`src/hw/rtl/bda_pkg.sv`:
```
// types, constants and helpers shared by the button debounce and auto-repeat block
package bda_pkg;

  localparam int BUTTON_W        = 2;
  localparam int ACTION_W        = 2;
  localparam int TICKS_W         = 16;
  localparam int MASK_W          = 4;
  localparam int CFG_IDX_W       = 2;
  localparam int CFG_DATA_W      = 16;
  localparam int DEF_NUM_BUTTONS = 4;

  localparam logic [TICKS_W-1:0] DEF_DEBOUNCE     = 16'd50;
  localparam logic [TICKS_W-1:0] DEF_FIRST_REPEAT = 16'd500;
  localparam logic [TICKS_W-1:0] DEF_REPEAT       = 16'd10;
  localparam logic [MASK_W-1:0]  DEF_REPEAT_MASK  = 4'd3;

  // buttons at or above this index never repeat
  localparam int REPEAT_BUTTONS = 4;

  typedef enum logic {
    OP_LEVEL = 1'b0,
    OP_TICK  = 1'b1
  } op_t;

  typedef enum logic [1:0] {
    PH_IDLE     = 2'd0,
    PH_DEBOUNCE = 2'd1,
    PH_REPEAT   = 2'd2
  } phase_t;

  typedef enum logic [ACTION_W-1:0] {
    ACT_PRESS   = 2'd0,
    ACT_RELEASE = 2'd1,
    ACT_REPEAT  = 2'd2
  } action_t;

  typedef enum logic [CFG_IDX_W-1:0] {
    REG_DEBOUNCE     = 2'd0,
    REG_FIRST_REPEAT = 2'd1,
    REG_REPEAT       = 2'd2,
    REG_REPEAT_MASK  = 2'd3
  } cfg_idx_t;

  typedef enum logic [2:0] {
    ST_IDLE,
    ST_RPT_UPD,
    ST_SCAN_RD,
    ST_SCAN_UPD,
    ST_FLUSH
  } ctrl_state_t;

  typedef struct packed {
    logic               level;
    phase_t             phase;
    logic [TICKS_W-1:0] count;
  } entry_t;

  typedef struct packed {
    logic [TICKS_W-1:0] debounce;
    logic [TICKS_W-1:0] first_repeat;
    logic [TICKS_W-1:0] repeat_period;
    logic [MASK_W-1:0]  repeat_mask;
  } cfg_t;

  typedef struct packed {
    logic [BUTTON_W-1:0] button;
    action_t             action;
    logic                last;
  } event_t;

  typedef struct packed {
    logic   valid;
    event_t ev;
  } push_t;

  // a zero period behaves as one tick
  function automatic logic [TICKS_W-1:0] load_value(input logic [TICKS_W-1:0] period);
    load_value = (period == '0) ? TICKS_W'(1) : period;
  endfunction

endpackage

```
`src/hw/rtl/bda_in_if.sv`:
```
// request channel carrying level reports and ticks
interface bda_in_if;
  import bda_pkg::*;

  logic                valid;
  logic                ready;
  logic                operation;
  logic [BUTTON_W-1:0] button;
  logic                level;

  modport source (output valid, output operation, output button, output level, input ready);
  modport sink   (input valid, input operation, input button, input level, output ready);
endinterface

```
`src/hw/rtl/bda_out_if.sv`:
```
// result channel carrying button events
interface bda_out_if;
  import bda_pkg::*;

  logic                valid;
  logic                ready;
  logic [BUTTON_W-1:0] event_button;
  logic [ACTION_W-1:0] action;
  logic                last;

  modport source (output valid, output event_button, output action, output last, input ready);
  modport sink   (input valid, input event_button, input action, input last, output ready);
endinterface

```
`src/hw/rtl/bda_mem.sv`:
```
// per-button state memory, one read and one write port, registered read data
module bda_mem #(
  parameter int NUM_BUTTONS = bda_pkg::DEF_NUM_BUTTONS,
  parameter int IDX_W       = 1
) (
  input  logic             clk,
  input  logic             rst_n,
  input  logic             rd_en,
  input  logic [IDX_W-1:0] rd_addr,
  output bda_pkg::entry_t  rd_data,
  input  logic             wr_en,
  input  logic [IDX_W-1:0] wr_addr,
  input  bda_pkg::entry_t  wr_data
);
  import bda_pkg::*;

  entry_t mem [NUM_BUTTONS];
  logic [NUM_BUTTONS-1:0] written_r;
  entry_t rd_mem_r;
  logic   rd_vld_r;

  always_ff @(posedge clk) begin
    if (wr_en) begin
      mem[wr_addr] <= wr_data;
    end
    if (rd_en) begin
      rd_mem_r <= mem[rd_addr];
    end
  end

  // never-written entries read as the reset state
  always_ff @(posedge clk) begin
    if (!rst_n) begin
      written_r <= '0;
      rd_vld_r  <= 1'b0;
    end else begin
      if (wr_en) begin
        written_r[wr_addr] <= 1'b1;
      end
      if (rd_en) begin
        rd_vld_r <= written_r[rd_addr];
      end
    end
  end

  assign rd_data = rd_vld_r ? rd_mem_r : '0;

endmodule

```
`src/hw/rtl/bda_obuf.sv`:
```
// one-entry output register for events
module bda_obuf (
  input  logic            clk,
  input  logic            rst_n,
  input  bda_pkg::push_t  push,
  output logic            slot_free,
  bda_out_if.source       out_chan
);
  import bda_pkg::*;

  logic   out_vld_r;
  event_t ev_r;

  assign slot_free = !out_vld_r || out_chan.ready;

  always_ff @(posedge clk) begin
    if (!rst_n) begin
      out_vld_r <= 1'b0;
    end else if (push.valid) begin
      out_vld_r <= 1'b1;
    end else if (out_chan.ready) begin
      out_vld_r <= 1'b0;
    end
  end

  always_ff @(posedge clk) begin
    if (push.valid) begin
      ev_r <= push.ev;
    end
  end

  assign out_chan.valid        = out_vld_r;
  assign out_chan.event_button = ev_r.button;
  assign out_chan.action       = ev_r.action;
  assign out_chan.last         = ev_r.last;

endmodule

```
`src/hw/rtl/bda_ctrl.sv`:
```
// sequencer: read-modify-write of button entries for level reports and tick scans
module bda_ctrl #(
  parameter int NUM_BUTTONS = bda_pkg::DEF_NUM_BUTTONS,
  parameter int IDX_W       = 1
) (
  input  logic             clk,
  input  logic             rst_n,
  bda_in_if.sink           in_chan,
  input  bda_pkg::cfg_t    cfg,
  output logic             rd_en,
  output logic [IDX_W-1:0] rd_addr,
  input  bda_pkg::entry_t  rd_data,
  output logic             wr_en,
  output logic [IDX_W-1:0] wr_addr,
  output bda_pkg::entry_t  wr_data,
  output bda_pkg::push_t   push,
  input  logic             slot_free
);
  import bda_pkg::*;

  ctrl_state_t         state_r, state_nxt;
  logic [BUTTON_W-1:0] button_r;
  logic                level_r;
  logic [IDX_W-1:0]    cnt_r;
  logic                pend_vld_r;
  event_t              pend_r;

  logic   in_range;
  logic   accept;
  logic   last_idx;
  entry_t rpt_entry;
  logic   rpt_release;
  entry_t scan_entry;
  logic   active;
  logic   expire;
  logic   rep_en;
  event_t scan_ev;
  logic   rpt_hold;
  logic   scan_hold;
  logic   flush_hold;

  assign in_range = int'(in_chan.button) < NUM_BUTTONS;
  assign accept   = (state_r == ST_IDLE) && in_chan.valid;
  assign last_idx = cnt_r == IDX_W'(NUM_BUTTONS - 1);

  // entry update
  always_comb begin
    rpt_entry       = '0;
    rpt_entry.level = rd_data.level;
    rpt_release     = 1'b0;
    if (level_r != rd_data.level) begin
      rpt_entry.level = level_r;
      if (level_r) begin
        rpt_entry.phase = PH_DEBOUNCE;
        rpt_entry.count = load_value(cfg.debounce);
      end else begin
        rpt_release = 1'b1;
      end
    end

    active = (rd_data.phase == PH_DEBOUNCE) || (rd_data.phase == PH_REPEAT);
    expire = active && (rd_data.count <= TICKS_W'(1));
    rep_en = (int'(cnt_r) < REPEAT_BUTTONS) && cfg.repeat_mask[2'(cnt_r)];

    scan_entry = rd_data;
    if (active && !expire) begin
      scan_entry.count = rd_data.count - TICKS_W'(1);
    end else if (expire && rd_data.phase == PH_DEBOUNCE) begin
      if (rep_en) begin
        scan_entry.phase = PH_REPEAT;
        scan_entry.count = load_value(cfg.first_repeat);
      end else begin
        scan_entry.phase = PH_IDLE;
        scan_entry.count = '0;
      end
    end else if (expire) begin
      scan_entry.count = load_value(cfg.repeat_period);
    end

    scan_ev.button = BUTTON_W'(cnt_r);
    scan_ev.action = (rd_data.phase == PH_DEBOUNCE) ? ACT_PRESS : ACT_REPEAT;
    scan_ev.last   = 1'b0;

    rpt_hold   = (state_r == ST_RPT_UPD) && rpt_release && !slot_free;
    scan_hold  = (state_r == ST_SCAN_UPD) && expire && pend_vld_r && !slot_free;
    flush_hold = (state_r == ST_FLUSH) && pend_vld_r && !slot_free;
  end

  // next state
  always_comb begin
    state_nxt = state_r;
    case (state_r)
      ST_IDLE: begin
        if (accept) begin
          if (in_chan.operation == OP_TICK) begin
            state_nxt = ST_SCAN_RD;
          end else if (in_range) begin
            state_nxt = ST_RPT_UPD;
          end
        end
      end
      ST_RPT_UPD: begin
        if (!rpt_hold) begin
          state_nxt = ST_IDLE;
        end
      end
      ST_SCAN_RD: begin
        state_nxt = ST_SCAN_UPD;
      end
      ST_SCAN_UPD: begin
        if (!scan_hold) begin
          state_nxt = last_idx ? ST_FLUSH : ST_SCAN_RD;
        end
      end
      ST_FLUSH: begin
        if (!flush_hold) begin
          state_nxt = ST_IDLE;
        end
      end
      default: state_nxt = ST_IDLE;
    endcase
  end

  // outputs
  always_comb begin
    in_chan.ready = (state_r == ST_IDLE);
    rd_en         = 1'b0;
    rd_addr       = cnt_r;
    wr_en         = 1'b0;
    wr_addr       = IDX_W'(button_r);
    wr_data       = rpt_entry;
    push          = '0;
    case (state_r)
      ST_IDLE: begin
        rd_addr = IDX_W'(in_chan.button);
        rd_en   = accept && (in_chan.operation == OP_LEVEL) && in_range;
      end
      ST_RPT_UPD: begin
        wr_en = !rpt_hold;
        if (rpt_release && slot_free) begin
          push.valid     = 1'b1;
          push.ev.button = button_r;
          push.ev.action = ACT_RELEASE;
          push.ev.last   = 1'b1;
        end
      end
      ST_SCAN_RD: begin
        rd_en = 1'b1;
      end
      ST_SCAN_UPD: begin
        wr_addr = cnt_r;
        wr_data = scan_entry;
        wr_en   = active && !scan_hold;
        if (expire && pend_vld_r && slot_free) begin
          push.valid = 1'b1;
          push.ev    = pend_r;
        end
      end
      ST_FLUSH: begin
        if (pend_vld_r && slot_free) begin
          push.valid   = 1'b1;
          push.ev      = pend_r;
          push.ev.last = 1'b1;
        end
      end
      default: begin
      end
    endcase
  end

  always_ff @(posedge clk) begin
    if (!rst_n) begin
      state_r    <= ST_IDLE;
      pend_vld_r <= 1'b0;
    end else begin
      state_r <= state_nxt;
      if (accept) begin
        pend_vld_r <= 1'b0;
      end else if (state_r == ST_SCAN_UPD && !scan_hold && expire) begin
        pend_vld_r <= 1'b1;
      end else if (state_r == ST_FLUSH && !flush_hold) begin
        pend_vld_r <= 1'b0;
      end
    end
  end

  always_ff @(posedge clk) begin
    if (accept) begin
      button_r <= in_chan.button;
      level_r  <= in_chan.level;
      cnt_r    <= '0;
    end else if (state_r == ST_SCAN_UPD && !scan_hold) begin
      cnt_r <= cnt_r + IDX_W'(1);
      if (expire) begin
        pend_r <= scan_ev;
      end
    end
  end

endmodule

```
`src/hw/rtl/button_debounce_autorepeat.sv`:
```
// top level of the button debounce and auto-repeat block
//
// Qualifies level reports of up to NUM_BUTTONS buttons against a millisecond
// tick. A request is either a level report for one button or a tick. A press
// edge arms a debounce countdown; when a tick finds it expired a press event
// goes out and, for a button whose bit in repeat_mask is set, the
// first-repeat countdown starts, after which repeat events follow every
// repeat_period ticks. A release edge gives a release event at once. Any
// level report, changed or not, stops that button's running countdown.
// Events caused by one request leave in ascending button order, the final
// one with last set. A request can be held while the result side holds off
// a waiting event. Per-button state lives in a small memory with one read
// and one write port and a registered read; every request reads each entry
// it touches and then writes it back, a tick only where a countdown runs,
// and a new request is taken only once the last one is through. Reset clears
// the state at once through per-entry written flags, so no clearing pass is
// needed. Configuration writes go through the cfg_ port and are meant for
// idle periods only; a countdown already running keeps the value it was
// loaded with, and a period of zero acts as one tick.
module button_debounce_autorepeat #(
  parameter int NUM_BUTTONS = bda_pkg::DEF_NUM_BUTTONS
) (
  input  logic                              clk,
  input  logic                              rst_n,
  bda_in_if.sink                            in_chan,
  bda_out_if.source                         out_chan,
  input  logic                              cfg_we,
  input  logic [bda_pkg::CFG_IDX_W-1:0]     cfg_index,
  input  logic [bda_pkg::CFG_DATA_W-1:0]    cfg_wdata
);
  import bda_pkg::*;

  localparam int IDX_W = (NUM_BUTTONS > 1) ? $clog2(NUM_BUTTONS) : 1;

  cfg_t             cfg_r;
  logic             rd_en;
  logic [IDX_W-1:0] rd_addr;
  entry_t           rd_data;
  logic             wr_en;
  logic [IDX_W-1:0] wr_addr;
  entry_t           wr_data;
  push_t            push;
  logic             slot_free;

  // configuration registers
  always_ff @(posedge clk) begin
    if (!rst_n) begin
      cfg_r.debounce      <= DEF_DEBOUNCE;
      cfg_r.first_repeat  <= DEF_FIRST_REPEAT;
      cfg_r.repeat_period <= DEF_REPEAT;
      cfg_r.repeat_mask   <= DEF_REPEAT_MASK;
    end else if (cfg_we) begin
      case (cfg_idx_t'(cfg_index))
        REG_DEBOUNCE:     cfg_r.debounce      <= cfg_wdata[TICKS_W-1:0];
        REG_FIRST_REPEAT: cfg_r.first_repeat  <= cfg_wdata[TICKS_W-1:0];
        REG_REPEAT:       cfg_r.repeat_period <= cfg_wdata[TICKS_W-1:0];
        REG_REPEAT_MASK:  cfg_r.repeat_mask   <= cfg_wdata[MASK_W-1:0];
        default: begin
        end
      endcase
    end
  end

  // sequencer doing read-modify-write on the state memory
  bda_ctrl #(
    .NUM_BUTTONS (NUM_BUTTONS),
    .IDX_W       (IDX_W)
  ) u_ctrl (
    .clk       (clk),
    .rst_n     (rst_n),
    .in_chan   (in_chan),
    .cfg       (cfg_r),
    .rd_en     (rd_en),
    .rd_addr   (rd_addr),
    .rd_data   (rd_data),
    .wr_en     (wr_en),
    .wr_addr   (wr_addr),
    .wr_data   (wr_data),
    .push      (push),
    .slot_free (slot_free)
  );

  // level, timer phase and countdown of each button
  bda_mem #(
    .NUM_BUTTONS (NUM_BUTTONS),
    .IDX_W       (IDX_W)
  ) u_mem (
    .clk     (clk),
    .rst_n   (rst_n),
    .rd_en   (rd_en),
    .rd_addr (rd_addr),
    .rd_data (rd_data),
    .wr_en   (wr_en),
    .wr_addr (wr_addr),
    .wr_data (wr_data)
  );

  // event register toward the result side
  bda_obuf u_obuf (
    .clk       (clk),
    .rst_n     (rst_n),
    .push      (push),
    .slot_free (slot_free),
    .out_chan  (out_chan)
  );

`ifndef SYNTH
  // a read and a write never hit the same entry in one cycle
  a_no_rw_overlap : assert property (@(posedge clk) disable iff (!rst_n)
    (rd_en && wr_en) |-> (rd_addr != wr_addr))
    else $error("state memory read and write collide");

  // the sequencer only hands over an event when the output register can take it
  a_push_slot : assert property (@(posedge clk) disable iff (!rst_n)
    push.valid |-> slot_free)
    else $error("event pushed into a full output register");

  // a release is the only event of its request
  a_release_last : assert property (@(posedge clk) disable iff (!rst_n)
    (out_chan.valid && out_chan.action == ACT_RELEASE) |-> out_chan.last)
    else $error("release event without last");
`endif

endmodule
```
`src/flat_wrapper.sv`:
```
// flat-port wrapper written by rule: the top's interface ports become plain ports
module button_debounce_autorepeat_flat import bda_pkg::*;
#(
  parameter int NUM_BUTTONS = bda_pkg::DEF_NUM_BUTTONS
)
  (clk, rst_n, cfg_we, cfg_index, cfg_wdata, in_chan_valid, in_chan_operation, in_chan_button, in_chan_level, in_chan_ready, out_chan_valid, out_chan_event_button, out_chan_action, out_chan_last, out_chan_ready);
  bda_in_if in_chan_i ();
  bda_out_if out_chan_i ();
  input  logic clk;
  input  logic rst_n;
  input  logic cfg_we;
  input  logic [bda_pkg::CFG_IDX_W-1:0] cfg_index;
  input  logic [bda_pkg::CFG_DATA_W-1:0] cfg_wdata;
  input wire logic [$bits(in_chan_i.valid)-1:0] in_chan_valid;
  input wire logic [$bits(in_chan_i.operation)-1:0] in_chan_operation;
  input wire logic [$bits(in_chan_i.button)-1:0] in_chan_button;
  input wire logic [$bits(in_chan_i.level)-1:0] in_chan_level;
  output wire logic [$bits(in_chan_i.ready)-1:0] in_chan_ready;
  output wire logic [$bits(out_chan_i.valid)-1:0] out_chan_valid;
  output wire logic [$bits(out_chan_i.event_button)-1:0] out_chan_event_button;
  output wire logic [$bits(out_chan_i.action)-1:0] out_chan_action;
  output wire logic [$bits(out_chan_i.last)-1:0] out_chan_last;
  input wire logic [$bits(out_chan_i.ready)-1:0] out_chan_ready;
  assign in_chan_i.valid = in_chan_valid;
  assign in_chan_i.operation = in_chan_operation;
  assign in_chan_i.button = in_chan_button;
  assign in_chan_i.level = in_chan_level;
  assign in_chan_ready = in_chan_i.ready;
  assign out_chan_valid = out_chan_i.valid;
  assign out_chan_event_button = out_chan_i.event_button;
  assign out_chan_action = out_chan_i.action;
  assign out_chan_last = out_chan_i.last;
  assign out_chan_i.ready = out_chan_ready;
  button_debounce_autorepeat #(.NUM_BUTTONS(NUM_BUTTONS)) u_core (.clk(clk), .rst_n(rst_n), .in_chan(in_chan_i), .out_chan(out_chan_i), .cfg_we(cfg_we), .cfg_index(cfg_index), .cfg_wdata(cfg_wdata));
endmodule
```
`config.mk`:
```
export PLATFORM = sky130hd
export DESIGN_NAME = button_debounce_autorepeat_flat
export DESIGN_NICKNAME = d
export VERILOG_FILES = /design/src/hw/rtl/bda_pkg.sv /design/src/hw/rtl/bda_in_if.sv /design/src/hw/rtl/bda_out_if.sv /design/src/hw/rtl/bda_mem.sv /design/src/hw/rtl/bda_obuf.sv /design/src/hw/rtl/bda_ctrl.sv /design/src/hw/rtl/button_debounce_autorepeat.sv /design/src/flat_wrapper.sv
export SDC_FILE = /design/constraint.sdc
export NUM_CORES = 1
export LEC_CHECK = 0
export BUFFER_PORTS_ARGS = -buffer_cell sky130_fd_sc_hd__buf_4
export CAP_MARGIN = 10
export CORE_MARGIN = 4
export CORE_UTILIZATION = 30
export CTS_CLUSTER_DIAMETER = 100
export CTS_CLUSTER_SIZE = 14
export DETAILED_ROUTE_END_ITERATION = 10
export HOLD_SLACK_MARGIN = 0.1
export PLACE_DENSITY = 0.51
export SETUP_SLACK_MARGIN = 0.05
export SYNTH_ARGS = -nofsm -noshare
export SYNTH_HDL_FRONTEND = slang
export SYNTH_SLANG_ARGS = --single-unit
```
`constraint.sdc`:
```
create_clock -name clk -period 3.48 [get_ports clk]
set_clock_uncertainty 0.05 [all_clocks]
set_input_delay 0.348 -clock clk [delete_from_list [all_inputs] [get_ports clk]]
set_output_delay 0.348 -clock clk [all_outputs]
set_load 0.005 [all_outputs]
```
==> results.sh <==
export IMPL_synth_largest_area_cell="edfxtp_1"
export IMPL_fin_util_pct=35.8
export IMPL_firstDrtPassIters=5
export IMPL_netlist_top_cells_area="edfxtp_1 (41%), dfxtp_1 (16%), nand2_1 (7.3%), mux4_1 (3.7%), a21boi_0 (3.7%)"
export IMPL_cts_max_level=4
export IMPL_synth_ff_type="edfxtp_1"
export IMPL_min_period_over_period_pct=81.6
export IMPL_clockPowerShare_pct=40.7
export IMPL_antenna_found_initial=0
export IMPL_nets=740
export IMPL_hold_viol=0
export IMPL_grt_pass1_wl_um=32000
export IMPL_setup_ws_ns=0.641
export IMPL_outcome="complete, no violations"
export IMPL_cap_violations=0
export IMPL_postRouteAntennaNets=0
export IMPL_cts_buffers=17
export IMPL_grt_usage_pct=14.5
export IMPL_critPathLaunchType="register"
export IMPL_drive_gt1_share_pct=16.1
export IMPL_synth_edf_count=106
export IMPL_grt_overflow=0
export IMPL_grt_pass1_vias=5316
export IMPL_coreArea_um2=25400
export IMPL_rsz0062_at_grt="no"
export IMPL_multi_input_area_um2=3150
export IMPL_hold_class="primary input to register"
export IMPL_fill_cells=2511
export IMPL_die_area_um2=28600
export IMPL_max_freq_ghz=0.352
export IMPL_wirelength_um=20500
export IMPL_critPathArrivalTime_ns=2.93
export IMPL_fin_crit_ns=2.84
export IMPL_dieWidth_um=169
export IMPL_ios=34
export IMPL_netlist_instances=671
export IMPL_clk_insertion_delay_late_ns=0.42
export IMPL_end_kind="register"
export IMPL_areaGrowthSynthToFinish_pct=16.7
export IMPL_synth_nets=704
export IMPL_die_h_um=169
export IMPL_grt_max_degree=63
export IMPL_first_iter_violations=432
export IMPL_drv_slew=0
export IMPL_irDropWorstVdd_v=0.000313
export IMPL_intPower_uw=3560
export IMPL_tns_ns=0
export IMPL_synth_top_area_share_pct=40.8
export IMPL_row_count=58
export IMPL_setup_violations=0
export IMPL_path_clk_slew_ns=0.07
export IMPL_switching_share_pct=25.2
export IMPL_yosysWarnings=0
export IMPL_drc=0
export IMPL_syn_avg_cell_area_um2=11.6
export IMPL_diodes=0
export IMPL_cts_buffer_depth=2
export IMPL_p_leak_uw=0.00314
export IMPL_wire_per_inst_um=19.5
export IMPL_crit_type="register to register"
export IMPL_power_switching_uw=1200
export IMPL_cts_tree="done"
export IMPL_portBuffers=33
export IMPL_tightest_slew_ns=1.16
export IMPL_share_seq_of_total_power_pct=49.3
export IMPL_worst_path_max_fanout=9
export IMPL_gp_congestion=0.891
export IMPL_async_reset_ff_share_pct=0
export IMPL_register_area_um2=4460
export IMPL_worstPathRequired_ns=3.57
export IMPL_yosysUniqueCellTypes=75
export IMPL_initial_utilization_pct=30.7
export IMPL_power_density_nw_per_um2=523
export IMPL_ys_ff_latch=170
export IMPL_place_ws_ns=0.695
export IMPL_clock_sinks=170
export IMPL_dp_hpwl_um=14300
export IMPL_share_comb_of_total_power_pct=9.9
export IMPL_via_per_inst=5.21
export IMPL_netlist_area_um2=7800
export IMPL_synth_seq_area_share_pct=57.2
export IMPL_root_buffer="clkbuf_16"
export IMPL_slew_limit_headroom_pct=22.6
export IMPL_vias=5474
-- final timing paths --
check | start | end | slack (ns) | cells after the start
hold / removal | cfg_wdata[1] | u_core.cfg_r[1] | 0.13 | 3
setup / recovery | u_core.u_mem.rd_mem_r[0] | u_core.u_mem.mem[2][10] | 0.64 | 7
hold reg to reg | u_core.u_mem.written_r[3] | u_core.u_mem.written_r[3] | 0.42 | 1
setup reg to reg | u_core.u_mem.rd_mem_r[0] | u_core.u_mem.mem[2][10] | 0.64 | 7
-- flip-flops by register name, indices dropped and copies added, names as in the netlist --
register and flops:
u_core.u_obuf.out_chan.last 1, u_core.u_mem.written_r 4, u_core.u_ctrl.pend_vld_r 1, u_core.u_ctrl.button_r 2
u_core.u_mem.rd_mem_r 19, u_core.u_ctrl.cnt_r 2, u_core.u_obuf.out_chan.event_button 2, u_core.cfg_r 52
u_core.u_ctrl.state_r 3, u_core.u_obuf.out_chan.valid 1, u_core.u_ctrl.pend_r 3, u_core.u_obuf.out_chan.action 2
u_core.u_mem.rd_vld_r 1, u_core.u_ctrl.level_r 1, u_core.u_mem.mem 76
-- metrics by stage --
step / hold WS (ns) / cells / total power (uW) / cell area (um^2)
3_3_place_gp: 0.399 / 1010 / 2860 / 8420
6_report: 0.133 / 1050 / 4760 / 9100
5_1_grt: 0.121 / 1050 / 4960 / 9100
2_1_floorplan: 0.385 / 671 / 2680 / 7800
3_5_place_dp: 0.404 / 1010 / 2860 / 8420
4_1_cts: 0.119 / 1050 / 4800 / 9100
-- area by class of cell --
class / instances / area share (%)
Sequential cell: 170 / 49.1
Multi-Input combinational cell: 452 / 34.6
Clock buffer: 19 / 4.87
Timing Repair Buffer: 56 / 4.84
Tap cell: 330 / 4.54
Clock inverter: 13 / 1.70
Inverter: 10 / 0.412
-- layer usage --
| metal | GRT usage, % | vias to the layer above | wire [um] |
|---|---|---|---|
| met3 | 3.35 | 27 | 832 |
| met1 | 19.9 | 2726 | 9560 |
| met2 | 22.9 | 132 | 9660 |
| met4 | 4.73 | 0 | 409 |
| met5 | 0 | - | 0 |
| li1 | - | 2589 | - |
-- cell usage in the layout, fill, tap and decap left out, drive strengths merged, types with 7 or more instances in the layout --
cell and count:
nand3 20, o21ai 23, buf 48, nand2 151, a21boi 38, a21oi 18
nor3 13, mux4 21, clkbuf 19, dfxtp 64, a211oi 7, nor2 19
mux2i 10, inv 17, edfxtp 106, dlygate4sd3 8, nor4 18
-- Yosys cell counts, drive strengths merged, types with 3 or more instances --
master,number
a211oi,7
a21boi,38
a21o,3
a21oi,18
a221oi,3
a22o,6
a31oi,5
a32oi,3
a41oi,3
and2,6
and3,4
buf,10
clkbuf,29
dfxtp,64
edfxtp,106
ha,6
inv,9
mux2i,10
mux4,21
nand2,151
nand2b,4
nand3,20
nand3b,4
nor2,19
nor2b,6
nor3,13
nor4,18
o211ai,4
o21a,5
o21ai,23
o31ai,5
or2,3
xnor2,5
xor2,3
-- kinds of logic (layout without fill, tap and decap cells) --
| kind of cell | Yosys count | count (layout) | share of synthesized area [%] |
|---|---|---|---|
| multiplexers | 31 | 31 | 7.88 |
| adder cells (fa/ha/maj) | 6 | 6 | 0.963 |
| AO/OA/AOI/OAI | 145 | 145 | 13.8 |
| AND/OR/NAND/NOR | 262 | 262 | 16.3 |
| buffers and inverters | 49 | 98 | 2.92 |
| flip-flops | 170 | 170 | 57.2 |
| XOR/XNOR | 8 | 8 | 0.898 |
-- timing repair --
item | CTS | global route
endpoints found under the hold margin | 9 | 0
gates resized for setup | 0 | 0
buffers inserted | 0 | 0
hold buffers | 8 | 0
-- power by group through the flow --
stage | Combinational, uW | Sequential (uW) | Clock (uW)
final | 472 | 2350 | 1940
after CTS | 481 | 2350 | 1980
after global routing | 518 | 2360 | 2080
after detailed placement | 469 | 2390 | 0
after global placement | 470 | 2390 | 0
after floorplan | 329 | 2350 | 0
-- worst max-delay path, stage by stage (launching register included) --
cell,delay [ns]
edfxtp_1,0.47
nand2_1,0.15
ha_1,0.38
or3b_2,0.53
nor4_1,0.35
mux2i_1,0.13
o31ai_1,0.28
o21ai_1,0.19
(Power assumes the default switching activity.)
